**src/rtl/ttb_pkg.sv**
```systemverilog
// Shared widths, constants and the triangle record type of the tangent/binormal block.
package ttb_pkg;

   localparam int PosW      = 24;
   localparam int UvW       = 16;
   localparam int OutW      = 48;
   localparam int PdW       = PosW + 1;
   localparam int UdW       = UvW + 1;
   localparam int DenW      = 2 * UdW + 1;
   localparam int NumW      = PdW + UdW + 1;
   localparam int FracShift = 30;
   localparam int QuotW     = OutW;
   localparam int IntBits   = QuotW - FracShift;
   localparam int RemW      = DenW + 1;
   localparam int StepsPerCycle = 2;
   localparam int Lanes     = 6;
   localparam int QueueDepth = 2;

   typedef struct packed {
      logic signed [PdW-1:0] p10_x;
      logic signed [PdW-1:0] p10_y;
      logic signed [PdW-1:0] p10_z;
      logic signed [PdW-1:0] p20_x;
      logic signed [PdW-1:0] p20_y;
      logic signed [PdW-1:0] p20_z;
      logic signed [UdW-1:0] u10;
      logic signed [UdW-1:0] v10;
      logic signed [UdW-1:0] u20;
      logic signed [UdW-1:0] v20;
   } ttb_tri_type;

endpackage

```
**src/rtl/ttb_queue.sv**
```systemverilog
// Short queue of triangle records between the corner capture and the arithmetic back end.
module ttb_queue #(
   parameter int DEPTH = ttb_pkg::QueueDepth
) (
   input  logic                 clock,
   input  logic                 reset,
   input  logic                 push,
   input  ttb_pkg::ttb_tri_type data_in,
   output logic                 full,
   input  logic                 pop,
   output ttb_pkg::ttb_tri_type data_out,
   output logic                 empty
);

   localparam int PtrW = (DEPTH > 1) ? $clog2(DEPTH) : 1;
   localparam int CntW = $clog2(DEPTH + 1);

   ttb_pkg::ttb_tri_type mem_ff [DEPTH];
   logic [PtrW-1:0] wr_ptr_ff;
   logic [PtrW-1:0] rd_ptr_ff;
   logic [CntW-1:0] count_ff;
   logic            do_push;
   logic            do_pop;

   assign full     = (count_ff == CntW'(DEPTH));
   assign empty    = (count_ff == '0);
   assign do_push  = push && !full;
   assign do_pop   = pop && !empty;
   assign data_out = mem_ff[rd_ptr_ff];

   always_ff @(posedge clock) begin
      if (reset) begin
         wr_ptr_ff <= '0;
         rd_ptr_ff <= '0;
         count_ff  <= '0;
      end else begin
         if (do_push) begin
            wr_ptr_ff <= (wr_ptr_ff == PtrW'(DEPTH - 1)) ? '0 : wr_ptr_ff + 1'b1;
         end
         if (do_pop) begin
            rd_ptr_ff <= (rd_ptr_ff == PtrW'(DEPTH - 1)) ? '0 : rd_ptr_ff + 1'b1;
         end
         if (do_push && !do_pop) begin
            count_ff <= count_ff + 1'b1;
         end else if (do_pop && !do_push) begin
            count_ff <= count_ff - 1'b1;
         end
      end
   end

   always_ff @(posedge clock) begin
      if (do_push) begin
         mem_ff[wr_ptr_ff] <= data_in;
      end
   end

endmodule

```
**config.mk**
```make
export PLATFORM = sky130hd
export DESIGN_NAME = ttb_queue
export DESIGN_NICKNAME = d
export VERILOG_FILES = /design/src/rtl/ttb_pkg.sv /design/src/rtl/ttb_queue.sv
export SDC_FILE = /design/constraint.sdc
export NUM_CORES = 1
export LEC_CHECK = 0
export ABC_AREA = 0
export BUFFER_PORTS_ARGS = -buffer_cell sky130_fd_sc_hd__buf_2
export CORE_MARGIN = 2
export CORE_UTILIZATION = 47
export CTS_CLUSTER_SIZE = 28
export DETAILED_ROUTE_END_ITERATION = 8
export PLACE_DENSITY = 0.76
export SLEW_MARGIN = 20
export SYNTH_ARGS = -nofsm -noshare
export SYNTH_HDL_FRONTEND = slang
export SYNTH_SLANG_ARGS = --single-unit
```
**constraint.sdc**
```tcl
create_clock -name clock -period 6.6 [get_ports clock]
set_input_delay 0.99 -clock clock [delete_from_list [all_inputs] [get_ports clock]]
set_output_delay 0.99 -clock clock [all_outputs]
set_load 0.01 [all_outputs]
```
==> results.json <==
{
  "run_status": "finished clean",
  "synth_area_um2": 16400,
  "viasPerCell": 4.93,
  "wire_per_inst_um": 19.9,
  "grt_usage_pct": 17.2,
  "synth_flop_cell": "edfxtp_1",
  "synth_top_area_share_pct": 80.0,
  "rsz0062_at_grt": "false",
  "fmax_mhz": 257,
  "cts_tree": "built",
  "yosysTopAreaCell": "edfxtp_1",
  "dp_hpwl_um": 22000,
  "combPwrFrac_pct": 25.0,
  "final_area_um2": 20300,
  "grt_pass1_vias": 8432,
  "antenna_left": 0,
  "synth-simple-area-share_pct": 0.267,
  "clk_latency_ns": 0.54,
  "critPathKind": "reg2out",
  "post_cts_resized": 0,
  "drv_cap": 0,
  "p_sw_mw": 2.09,
  "fin_crit_ns": 3.88,
  "fin_nets": 1394,
  "drv_slew": 0,
  "fin_crit_sh_pct": 58.9,
  "rows": 68,
  "synthTopCellsByCount": "edfxtp_1 (436), mux2_2 (118), mux2_4 (100), buf_2 (10), buf_8 (10)",
  "timing.setup.tns_ns": 0,
  "slew_headroom_pct": 35.1,
  "synth_top_family_by_area": "multiplexers",
  "internal_power_mw": 5.69,
  "worstMarginPinSlew_ns": 0.973,
  "place.gp.congestion": 0.799,
  "cts-htree-levels": 2,
  "power_density_nw_per_um2": 384,
  "worst-endpoint-arrival_ns": 2.89,
  "ys_ff_latch": 441,
  "cts_root_buf": "clkbuf_16",
  "cp-end-kind": "primary output",
  "synthAdderAreaFrac_pct": 0.0764,
  "grt_start_max_net_pins": 120,
  "vias": 8169,
  "power_leakage_nw": 7.70,
  "grt-ovfl-total": 0,
  "synth.area.top_cells": "edfxtp_1 (80%), mux2_4 (9.2%), mux2_2 (8.1%)",
  "final-setup-viol-count": 0,
  "dieArea_um2": 36400,
  "synth_compound_area_share_pct": 0.153,
  "drive_gt1_share_pct": 60.3,
  "port_buffers": 441,
  "synth_cell_types": 17,
  "sequentialPowerShare_pct": 47.1,
  "cts_buffers": 44,
  "area_growth_syn_to_layout_pct": 23.8,
  "yosysWarnings": 0,
  "synth.mux.area_fraction_pct": 17.3,
  "critPathLaunchType": "flip-flop",
  "dpl_cell_area_um2": 19000,
  "clock_power_share_pct": 27.9,
  "num_io_pins": 442,
  "hold_viol": 0,
  "drt_wl_total_um": 33000,
  "drt_iter0_drc": 402,
  "hp-class": "reg2reg",
  "die_w_um": 191,
  "synth_xor_area_share_pct": 0.160,
  "start_util_pct": 47.5,
  "async_reset_ff_share_pct": 0,
  "peakVddDrop_mv": 0.507,
  "synth_area_per_cell_um2": 23.3,
  "synth_cells": 703,
  "coreArea_um2": 34500,
  "post-cts-setup-buffers": 0,
  "finalPower_mw": 7.78,
  "cts.sinks": 441,
  "netSwitchingFraction_pct": 26.8,
  "antenna_found_initial": 8,
  "synth-edff-count": 436,
  "cp.required_ns": 5.61,
  "firstDrtPassIters": 5,
  "synth.net_count": 926,
  "cp_max_fo": 110,
  "fin_skew_ns": 0.0120,
  "die_h_um": 191,
  "yosysMostFrequentCell": "edfxtp_1",
  "drc": 0,
  "clock_path_buffers": 3,
  "grt_pass1_wl_um": 46900,
  "whs_ns": 0.518,
  "synth_sequential_area_ratio_pct": 80.6,
  "clkTransAtPathRegs_ns": 0.06,
  "postCtsHoldBufs": 0
}
[final timing paths]
path,startpoint,endpoint,slack (ns),cells after the start
max,flip-flop,data_out[6],2.72,3
min,count_ff[1],count_ff[1],0.52,2
max reg2reg,count_ff[0],mem_ff[1][146],3.94,4
min reg2reg,count_ff[1],count_ff[1],0.52,2
[cell families after synthesis]
group | Yosys count
multiplexers | 218
buffers and inverters | 26
AND/OR/NAND/NOR | 9
AO/OA/AOI/OAI | 5
flip-flops | 441
adder cells (fa/ha/maj) | 1
XOR/XNOR | 3
[worst max-delay path, cell delays in order, from the launching register on]
cell and delay, ns:
dfxtp_4 0.92, buf_12 0.54, mux2_2 0.42, buf_2 0.15
[flip-flops by register name, summed over array words and instances, names as in the netlist, named ones only]
signal     flops
wr_ptr_ff      1
rd_ptr_ff      1
count_ff       2
mem_ff       436
[cell type report]
cell class	instances	area (um^2)
Inverter	2	15.0
Antenna cell	6	15.0
Multi-Input combinational cell	236	2940
Clock inverter	16	109
Fill cell	2558	14200
Timing Repair Buffer	446	2280
Tap cell	455	569
Sequential cell	441	13200
Clock buffer	54	1140
[power groups by stage]
stage	clock network, mW	logic, mW	registers [mW]
finish	2.17	1.94	3.67
global route	2.33	2.08	3.70
CTS	2.23	1.98	3.67
detailed placement	0	1.96	3.73
global placement	0	1.94	3.71
floorplan	0	1.35	3.71
[stage by stage]
| stage | util (%) | instances | setup WS (ns) |
|---|---|---|---|
| global route | 58.8 | 1656 | 2.61 |
| detailed placement | 55.1 | 1580 | 3.27 |
| finish | 58.8 | 1656 | 2.72 |
| CTS | 58.8 | 1650 | 2.70 |
| global placement | 55.1 | 1580 | 3.32 |
| floorplan | - | 703 | 0.422 |
[placed cells by master, fill, tap and decap left out, drive strengths merged]
master / Yosys / final
a21oi: 2 / 2
and2: 1 / 1
buf: 24 / 446
clkbuf: 0 / 54
clkinv: 0 / 16
dfxtp: 5 / 5
diode: 0 / 6
edfxtp: 436 / 436
ha: 1 / 1
inv: 2 / 2
mux2: 218 / 218
nor2: 5 / 5
nor2b: 1 / 1
o21ai: 3 / 3
or3: 2 / 2
xor2: 3 / 3
[layer usage]
metal,part of all wire (%),GRT usage [%],vias up
met3,8.2,5.17,54
met5,0.082,0,-
met4,2.0,6.08,4
li1,-,-,3761
met2,51,30.0,350
met1,38,20.1,4000
Note: power is estimated with default switching activity, not from simulation.
