--- src/rtl/ttb_pkg.sv ---
// Shared widths, constants and the triangle record type of the tangent/binormal block.
package ttb_pkg;

   localparam int PosW      = 24;
   localparam int UvW       = 16;
   localparam int OutW      = 48;
   localparam int PdW       = PosW + 1;
   localparam int UdW       = UvW + 1;
   localparam int DenW      = 2 * UdW + 1;
   localparam int NumW      = PdW + UdW + 1;
   localparam int FracShift = 30;
   localparam int QuotW     = OutW;
   localparam int IntBits   = QuotW - FracShift;
   localparam int RemW      = DenW + 1;
   localparam int StepsPerCycle = 2;
   localparam int Lanes     = 6;
   localparam int QueueDepth = 2;

   typedef struct packed {
      logic signed [PdW-1:0] p10_x;
      logic signed [PdW-1:0] p10_y;
      logic signed [PdW-1:0] p10_z;
      logic signed [PdW-1:0] p20_x;
      logic signed [PdW-1:0] p20_y;
      logic signed [PdW-1:0] p20_z;
      logic signed [UdW-1:0] u10;
      logic signed [UdW-1:0] v10;
      logic signed [UdW-1:0] u20;
      logic signed [UdW-1:0] v20;
   } ttb_tri_type;

endpackage

--- src/rtl/ttb_front.sv ---
// Corner capture: holds the first two corners and forms the edge and UV deltas on the third.
module ttb_front (
   input  logic                          clock,
   input  logic                          reset,
   input  logic                          req_push,
   output logic                          req_full,
   input  logic signed [ttb_pkg::PosW-1:0] req_point_x,
   input  logic signed [ttb_pkg::PosW-1:0] req_point_y,
   input  logic signed [ttb_pkg::PosW-1:0] req_point_z,
   input  logic signed [ttb_pkg::UvW-1:0]  req_tex_u,
   input  logic signed [ttb_pkg::UvW-1:0]  req_tex_v,
   output logic                          q_push,
   input  logic                          q_full,
   output ttb_pkg::ttb_tri_type          q_data
);

   localparam logic [1:0] LastCorner = 2'd2;

   logic [1:0] corner_count_ff;
   logic [1:0] corner_count_in;
   logic       accept;

   logic signed [ttb_pkg::PosW-1:0] held_x_ff [2];
   logic signed [ttb_pkg::PosW-1:0] held_y_ff [2];
   logic signed [ttb_pkg::PosW-1:0] held_z_ff [2];
   logic signed [ttb_pkg::UvW-1:0]  held_u_ff [2];
   logic signed [ttb_pkg::UvW-1:0]  held_v_ff [2];

   // Only the third corner needs room in the queue.
   assign req_full = (corner_count_ff == LastCorner) && q_full;
   assign accept   = req_push && !req_full;
   assign q_push   = accept && (corner_count_ff == LastCorner);

   assign corner_count_in = (corner_count_ff == LastCorner) ? 2'd0 : corner_count_ff + 2'd1;

   always_ff @(posedge clock) begin
      if (reset) begin
         corner_count_ff <= 2'd0;
      end else if (accept) begin
         corner_count_ff <= corner_count_in;
      end
   end

   always_ff @(posedge clock) begin
      if (accept && (corner_count_ff != LastCorner)) begin
         held_x_ff[corner_count_ff[0]] <= req_point_x;
         held_y_ff[corner_count_ff[0]] <= req_point_y;
         held_z_ff[corner_count_ff[0]] <= req_point_z;
         held_u_ff[corner_count_ff[0]] <= req_tex_u;
         held_v_ff[corner_count_ff[0]] <= req_tex_v;
      end
   end

   always_comb begin
      q_data.p10_x = ttb_pkg::PdW'(held_x_ff[1]) - ttb_pkg::PdW'(held_x_ff[0]);
      q_data.p10_y = ttb_pkg::PdW'(held_y_ff[1]) - ttb_pkg::PdW'(held_y_ff[0]);
      q_data.p10_z = ttb_pkg::PdW'(held_z_ff[1]) - ttb_pkg::PdW'(held_z_ff[0]);
      q_data.p20_x = ttb_pkg::PdW'(req_point_x) - ttb_pkg::PdW'(held_x_ff[0]);
      q_data.p20_y = ttb_pkg::PdW'(req_point_y) - ttb_pkg::PdW'(held_y_ff[0]);
      q_data.p20_z = ttb_pkg::PdW'(req_point_z) - ttb_pkg::PdW'(held_z_ff[0]);
      q_data.u10   = ttb_pkg::UdW'(held_u_ff[1]) - ttb_pkg::UdW'(held_u_ff[0]);
      q_data.v10   = ttb_pkg::UdW'(held_v_ff[1]) - ttb_pkg::UdW'(held_v_ff[0]);
      q_data.u20   = ttb_pkg::UdW'(req_tex_u) - ttb_pkg::UdW'(held_u_ff[0]);
      q_data.v20   = ttb_pkg::UdW'(req_tex_v) - ttb_pkg::UdW'(held_v_ff[0]);
   end

endmodule

--- config.mk ---
export PLATFORM = sky130hd
export DESIGN_NAME = ttb_front
export DESIGN_NICKNAME = d
export VERILOG_FILES = /design/src/rtl/ttb_pkg.sv /design/src/rtl/ttb_front.sv
export SDC_FILE = /design/constraint.sdc
export NUM_CORES = 1
export LEC_CHECK = 0
export ABC_AREA = 1
export BUFFER_PORTS_ARGS = -buffer_cell sky130_fd_sc_hd__buf_4
export CAP_MARGIN = 20
export CORE_MARGIN = 2
export CORE_UTILIZATION = 40
export DETAILED_ROUTE_END_ITERATION = 10
export PLACE_DENSITY = 0.64
export SETUP_SLACK_MARGIN = 0.02
export SKIP_LAST_GASP = 1
export SLEW_MARGIN = 20
export SYNTH_ARGS = -nofsm -noshare
export SYNTH_HDL_FRONTEND = slang
export SYNTH_SLANG_ARGS = --single-unit
--- constraint.sdc ---
create_clock -name clock -period 11.66 [get_ports clock]
set_clock_uncertainty 0.1 [all_clocks]
set_input_delay 0 -clock clock [delete_from_list [all_inputs] [get_ports clock]]
set_output_delay 0 -clock clock [all_outputs]
set_load 0.02 [all_outputs]
==> impl_metrics.csv <==
group,metric,value,unit
logic_synthesis,synth.most_common_cell,"nand2_1",
worst_setup_path,worstPathArrival,2700,ps
logic_synthesis,yosysTopAreaCell,"edfxtp_1",
sta,rsz0062_at_grt,"no",
worst_setup_path,reg2regPathDepth,6,
detailed_routing,antenna_left,0,
sta,tns,0,ps
global_route,antenna_found_initial,4,
placed_design,portBuffers,327,
final_layout,drive_gt1_share,11.5,%
placed_design,place.gp.congestion,0.916,
worst_setup_path,crit_type,"register to output pin",
floorplan,rows,84,
detailed_routing,drc,0,
hold_path,worstHoldEndpoint,"held_y_ff[1][0]",
final_layout,fin_nets,4088,
detailed_routing,wl,61600,um
hold_path,hold_path_depth,2,
floorplan,io_pins,328,
clock_tree,clock_latency,550,ps
global_route,grt_pass1_wl,97500,um
clock_tree,htreeDepth,1,
floorplan,die_area,0.0549,mm^2
detailed_routing,first_pass_iters,7,
sta,slew_headroom,36.6,%
clock_tree,cts_resized,0,
hold_path,hp-class,"input pin to register",
global_route,grt_pass1_vias,19800,
clock_tree,max-clock-path-buffers,3,
detailed_routing,vias_per_cell,4.64,
detailed_routing,wl_per_cell,13.8,um
logic_synthesis,synth-async-reset-ratio,0,%
clock_tree,cts_tree,"done",
flow_run,drv_cap,0,
global_route,gr-usage-all-layers,22.2,%
clock_tree,clkTransAtPathRegs,60,ps
worst_setup_path,critPathRequiredTime,11560,ps
pwr,pwr_density_cell,116,mW/mm^2
floorplan,chipWidth,234,um
global_route,grt_max_degree,65,
sta,hold_viol,0,
pwr,irDropWorstVdd,124,uV
final_layout,num-fill-cells,5403,
logic_synthesis,yosys_warnings,0,
worst_setup_path,cp-end-kind,"output pin",
logic_synthesis,synth_area,0.0212,mm^2
sta,max_freq,0.357,GHz
clock_tree,cts_buffers,27,
sta,whs,71.8,ps
hold_path,hold_path_startpoint,"req_point_y[0]",
logic_synthesis,yosys_most_used_dff,"edfxtp_1",
worst_setup_path,start_kind,"register",
sta,setup_viol,0,
logic_synthesis,ys_top_cells_by_area,"edfxtp_1 29%, nand2_1 23%, inv_1 13%",
sta,fin_crit_sh,24.0,%
pwr,leakagePower,15.0,nW
worst_setup_path,rr_endpoint,"held_x_ff[1][15]",
logic_synthesis,syn_inst,3295,
worst_setup_path,r2r_setup_slack,8990,ps
logic_synthesis,synth-edff-count,208,
clock_tree,clock-sinks,210,
run_status,status,"finished clean",
logic_synthesis,ys_types,26,
logic_synthesis,synth-seq-area-share,29.6,%
floorplan,die_h,234,um
sta,worstMarginPinSlew,952,ps
worst_setup_path,cp_max_fo,4,
logic_synthesis,ys_seq_elements,210,
logic_synthesis,syn_area_per_cell,6.44,um^2
floorplan,core-area,0.0526,mm^2
detailed_routing,vias,20800,
sta,slew_viol_final,0,
clock_tree,cts_root_buf,"clkbuf_16",
worst_setup_path,regToRegStartpoint,"corner_count_ff[0]",
logic_synthesis,syn_nets,3621,
logic_synthesis,yosys-top-cells-count,"1297 x nand2_1, 750 x inv_1, 221 x nor2_1",
logic_synthesis,synth_top_area_share,29.4,%
global_route,grt.overflow.total,0,
placed_design,dp.final_hpwl,51600,um
floorplan,initial_core_util,40.4,%
final_layout,syn_to_final_growth,25.2,%
detailed_routing,drtIter0Drc,1095,
sta,post-route-min-period,2800,ps
==> sequential cells by signal (all words and copies together), names as in the netlist <==
register	cells
held_y_ff	48
held_x_ff	48
corner_count_ff	2
held_z_ff	48
held_u_ff	32
held_v_ff	32
==> logic make-up after synthesis <==
group / synth area share, %
simple gates: 35.5
buf+inv: 13.3
fa+ha+maj: 13.2
flops: 29.6
compound gates: 4.13
xor+xnor: 4.29
==> timing repair <==
| item | 4_1_cts | 5_1_grt |
|---|---|---|
| hold endpoints to repair | 210 | 0 |
| buffers inserted | 0 | 0 |
| hold buffers | 107 | 0 |
==> worst max-delay path by stage <==
stage / from / to / slack (ps)
2_1_floorplan: corner_count_ff[1] / held_u_ff[0][0] / 3450
3_3_place_gp: corner_count_ff[0] / held_v_ff[1][2] / 9010
3_5_place_dp: corner_count_ff[0] / held_v_ff[1][14] / 8990
4_1_cts: held_z_ff[0][0] / q_data[159] / 8810
5_1_grt: held_z_ff[0][0] / q_data[159] / 8690
6_report: held_z_ff[0][0] / q_data[159] / 8860
==> layout make-up <==
type | count | area [um^2] | area share, %
sequential | 210 | 6290 | 23.6
antenna | 3 | 7.51 | 0.0282
clock inverter | 16 | 223 | 0.838
clock buffer | 32 | 694 | 2.61
timing repair buffer | 438 | 3560 | 13.4
multi-input combinational | 2335 | 12100 | 45.7
tap | 688 | 861 | 3.24
inverter | 750 | 2820 | 10.6
==> worst max-delay path, stage by stage (launching register included) <==
cell and delay (ps):
edfxtp_1 410, ha_1 250, fa_1 420, inv_1 110
nand2_1 60, nand2_1 70, nand3_1 80, nand2_2 130
nand2_1 60, nand2_1 70, xor2_1 280, buf_4 210
==> stage by stage <==
| step | total power, mW | area [um^2] | utilization, % | cells | worst slack [ps] |
|---|---|---|---|---|---|
| floorplan | 1.73 | 21200 | - | 3295 | 3450 |
| global placement | 2.20 | 24600 | 46.8 | 4314 | 9010 |
| detailed placement | 2.21 | 24600 | 46.8 | 4314 | 8990 |
| CTS | 3.12 | 26600 | 50.6 | 4469 | 8810 |
| global route | 3.28 | 26600 | 50.6 | 4472 | 8690 |
| finish | 3.09 | 26600 | 50.6 | 4472 | 8860 |
==> cell usage in the layout, fill, tap and decap left out, types with 3 or more instances in the layout <==
master and instances:
inv_1 750, dlygate4sd3_1 107, nor2_1 220, a21o_1 5
clkbuf_1 5, fa_1 10, o21ai_2 3, or2_0 6
ha_1 208, nor3_1 24, bufinv_16 5, nand3_1 164
edfxtp_1 208, diode_2 3, nand3b_1 14, clkinv_1 3
nand2_1 1297, nand3_2 5, clkbuf_16 27, nand4_1 41
buf_4 331, o21bai_1 3, and2_1 15, xor2_1 91
o21ai_0 25, clkinvlp_4 3, a21oi_1 132, nand2_2 18
xnor2_1 13, nor2_2 35
==> metal layers <==
metal	up-vias	GRT usage [%]	routed length (um)
met5	-	0	7
met4	2	6.56	1910
met3	102	3.04	2620
met2	391	39.7	29600
met1	9204	27.6	27500
li1	11100	-	-
==> power breakdown <==
group	switching [mW]	total [mW]	leakage, nW	internal (mW)
Combinational	0.840	1.33	12.6	0.495
Sequential	0.0115	0.891	1.96	0.879
Clock	0.328	0.864	0.437	0.536
Note: power is estimated with default switching activity, not from simulation.
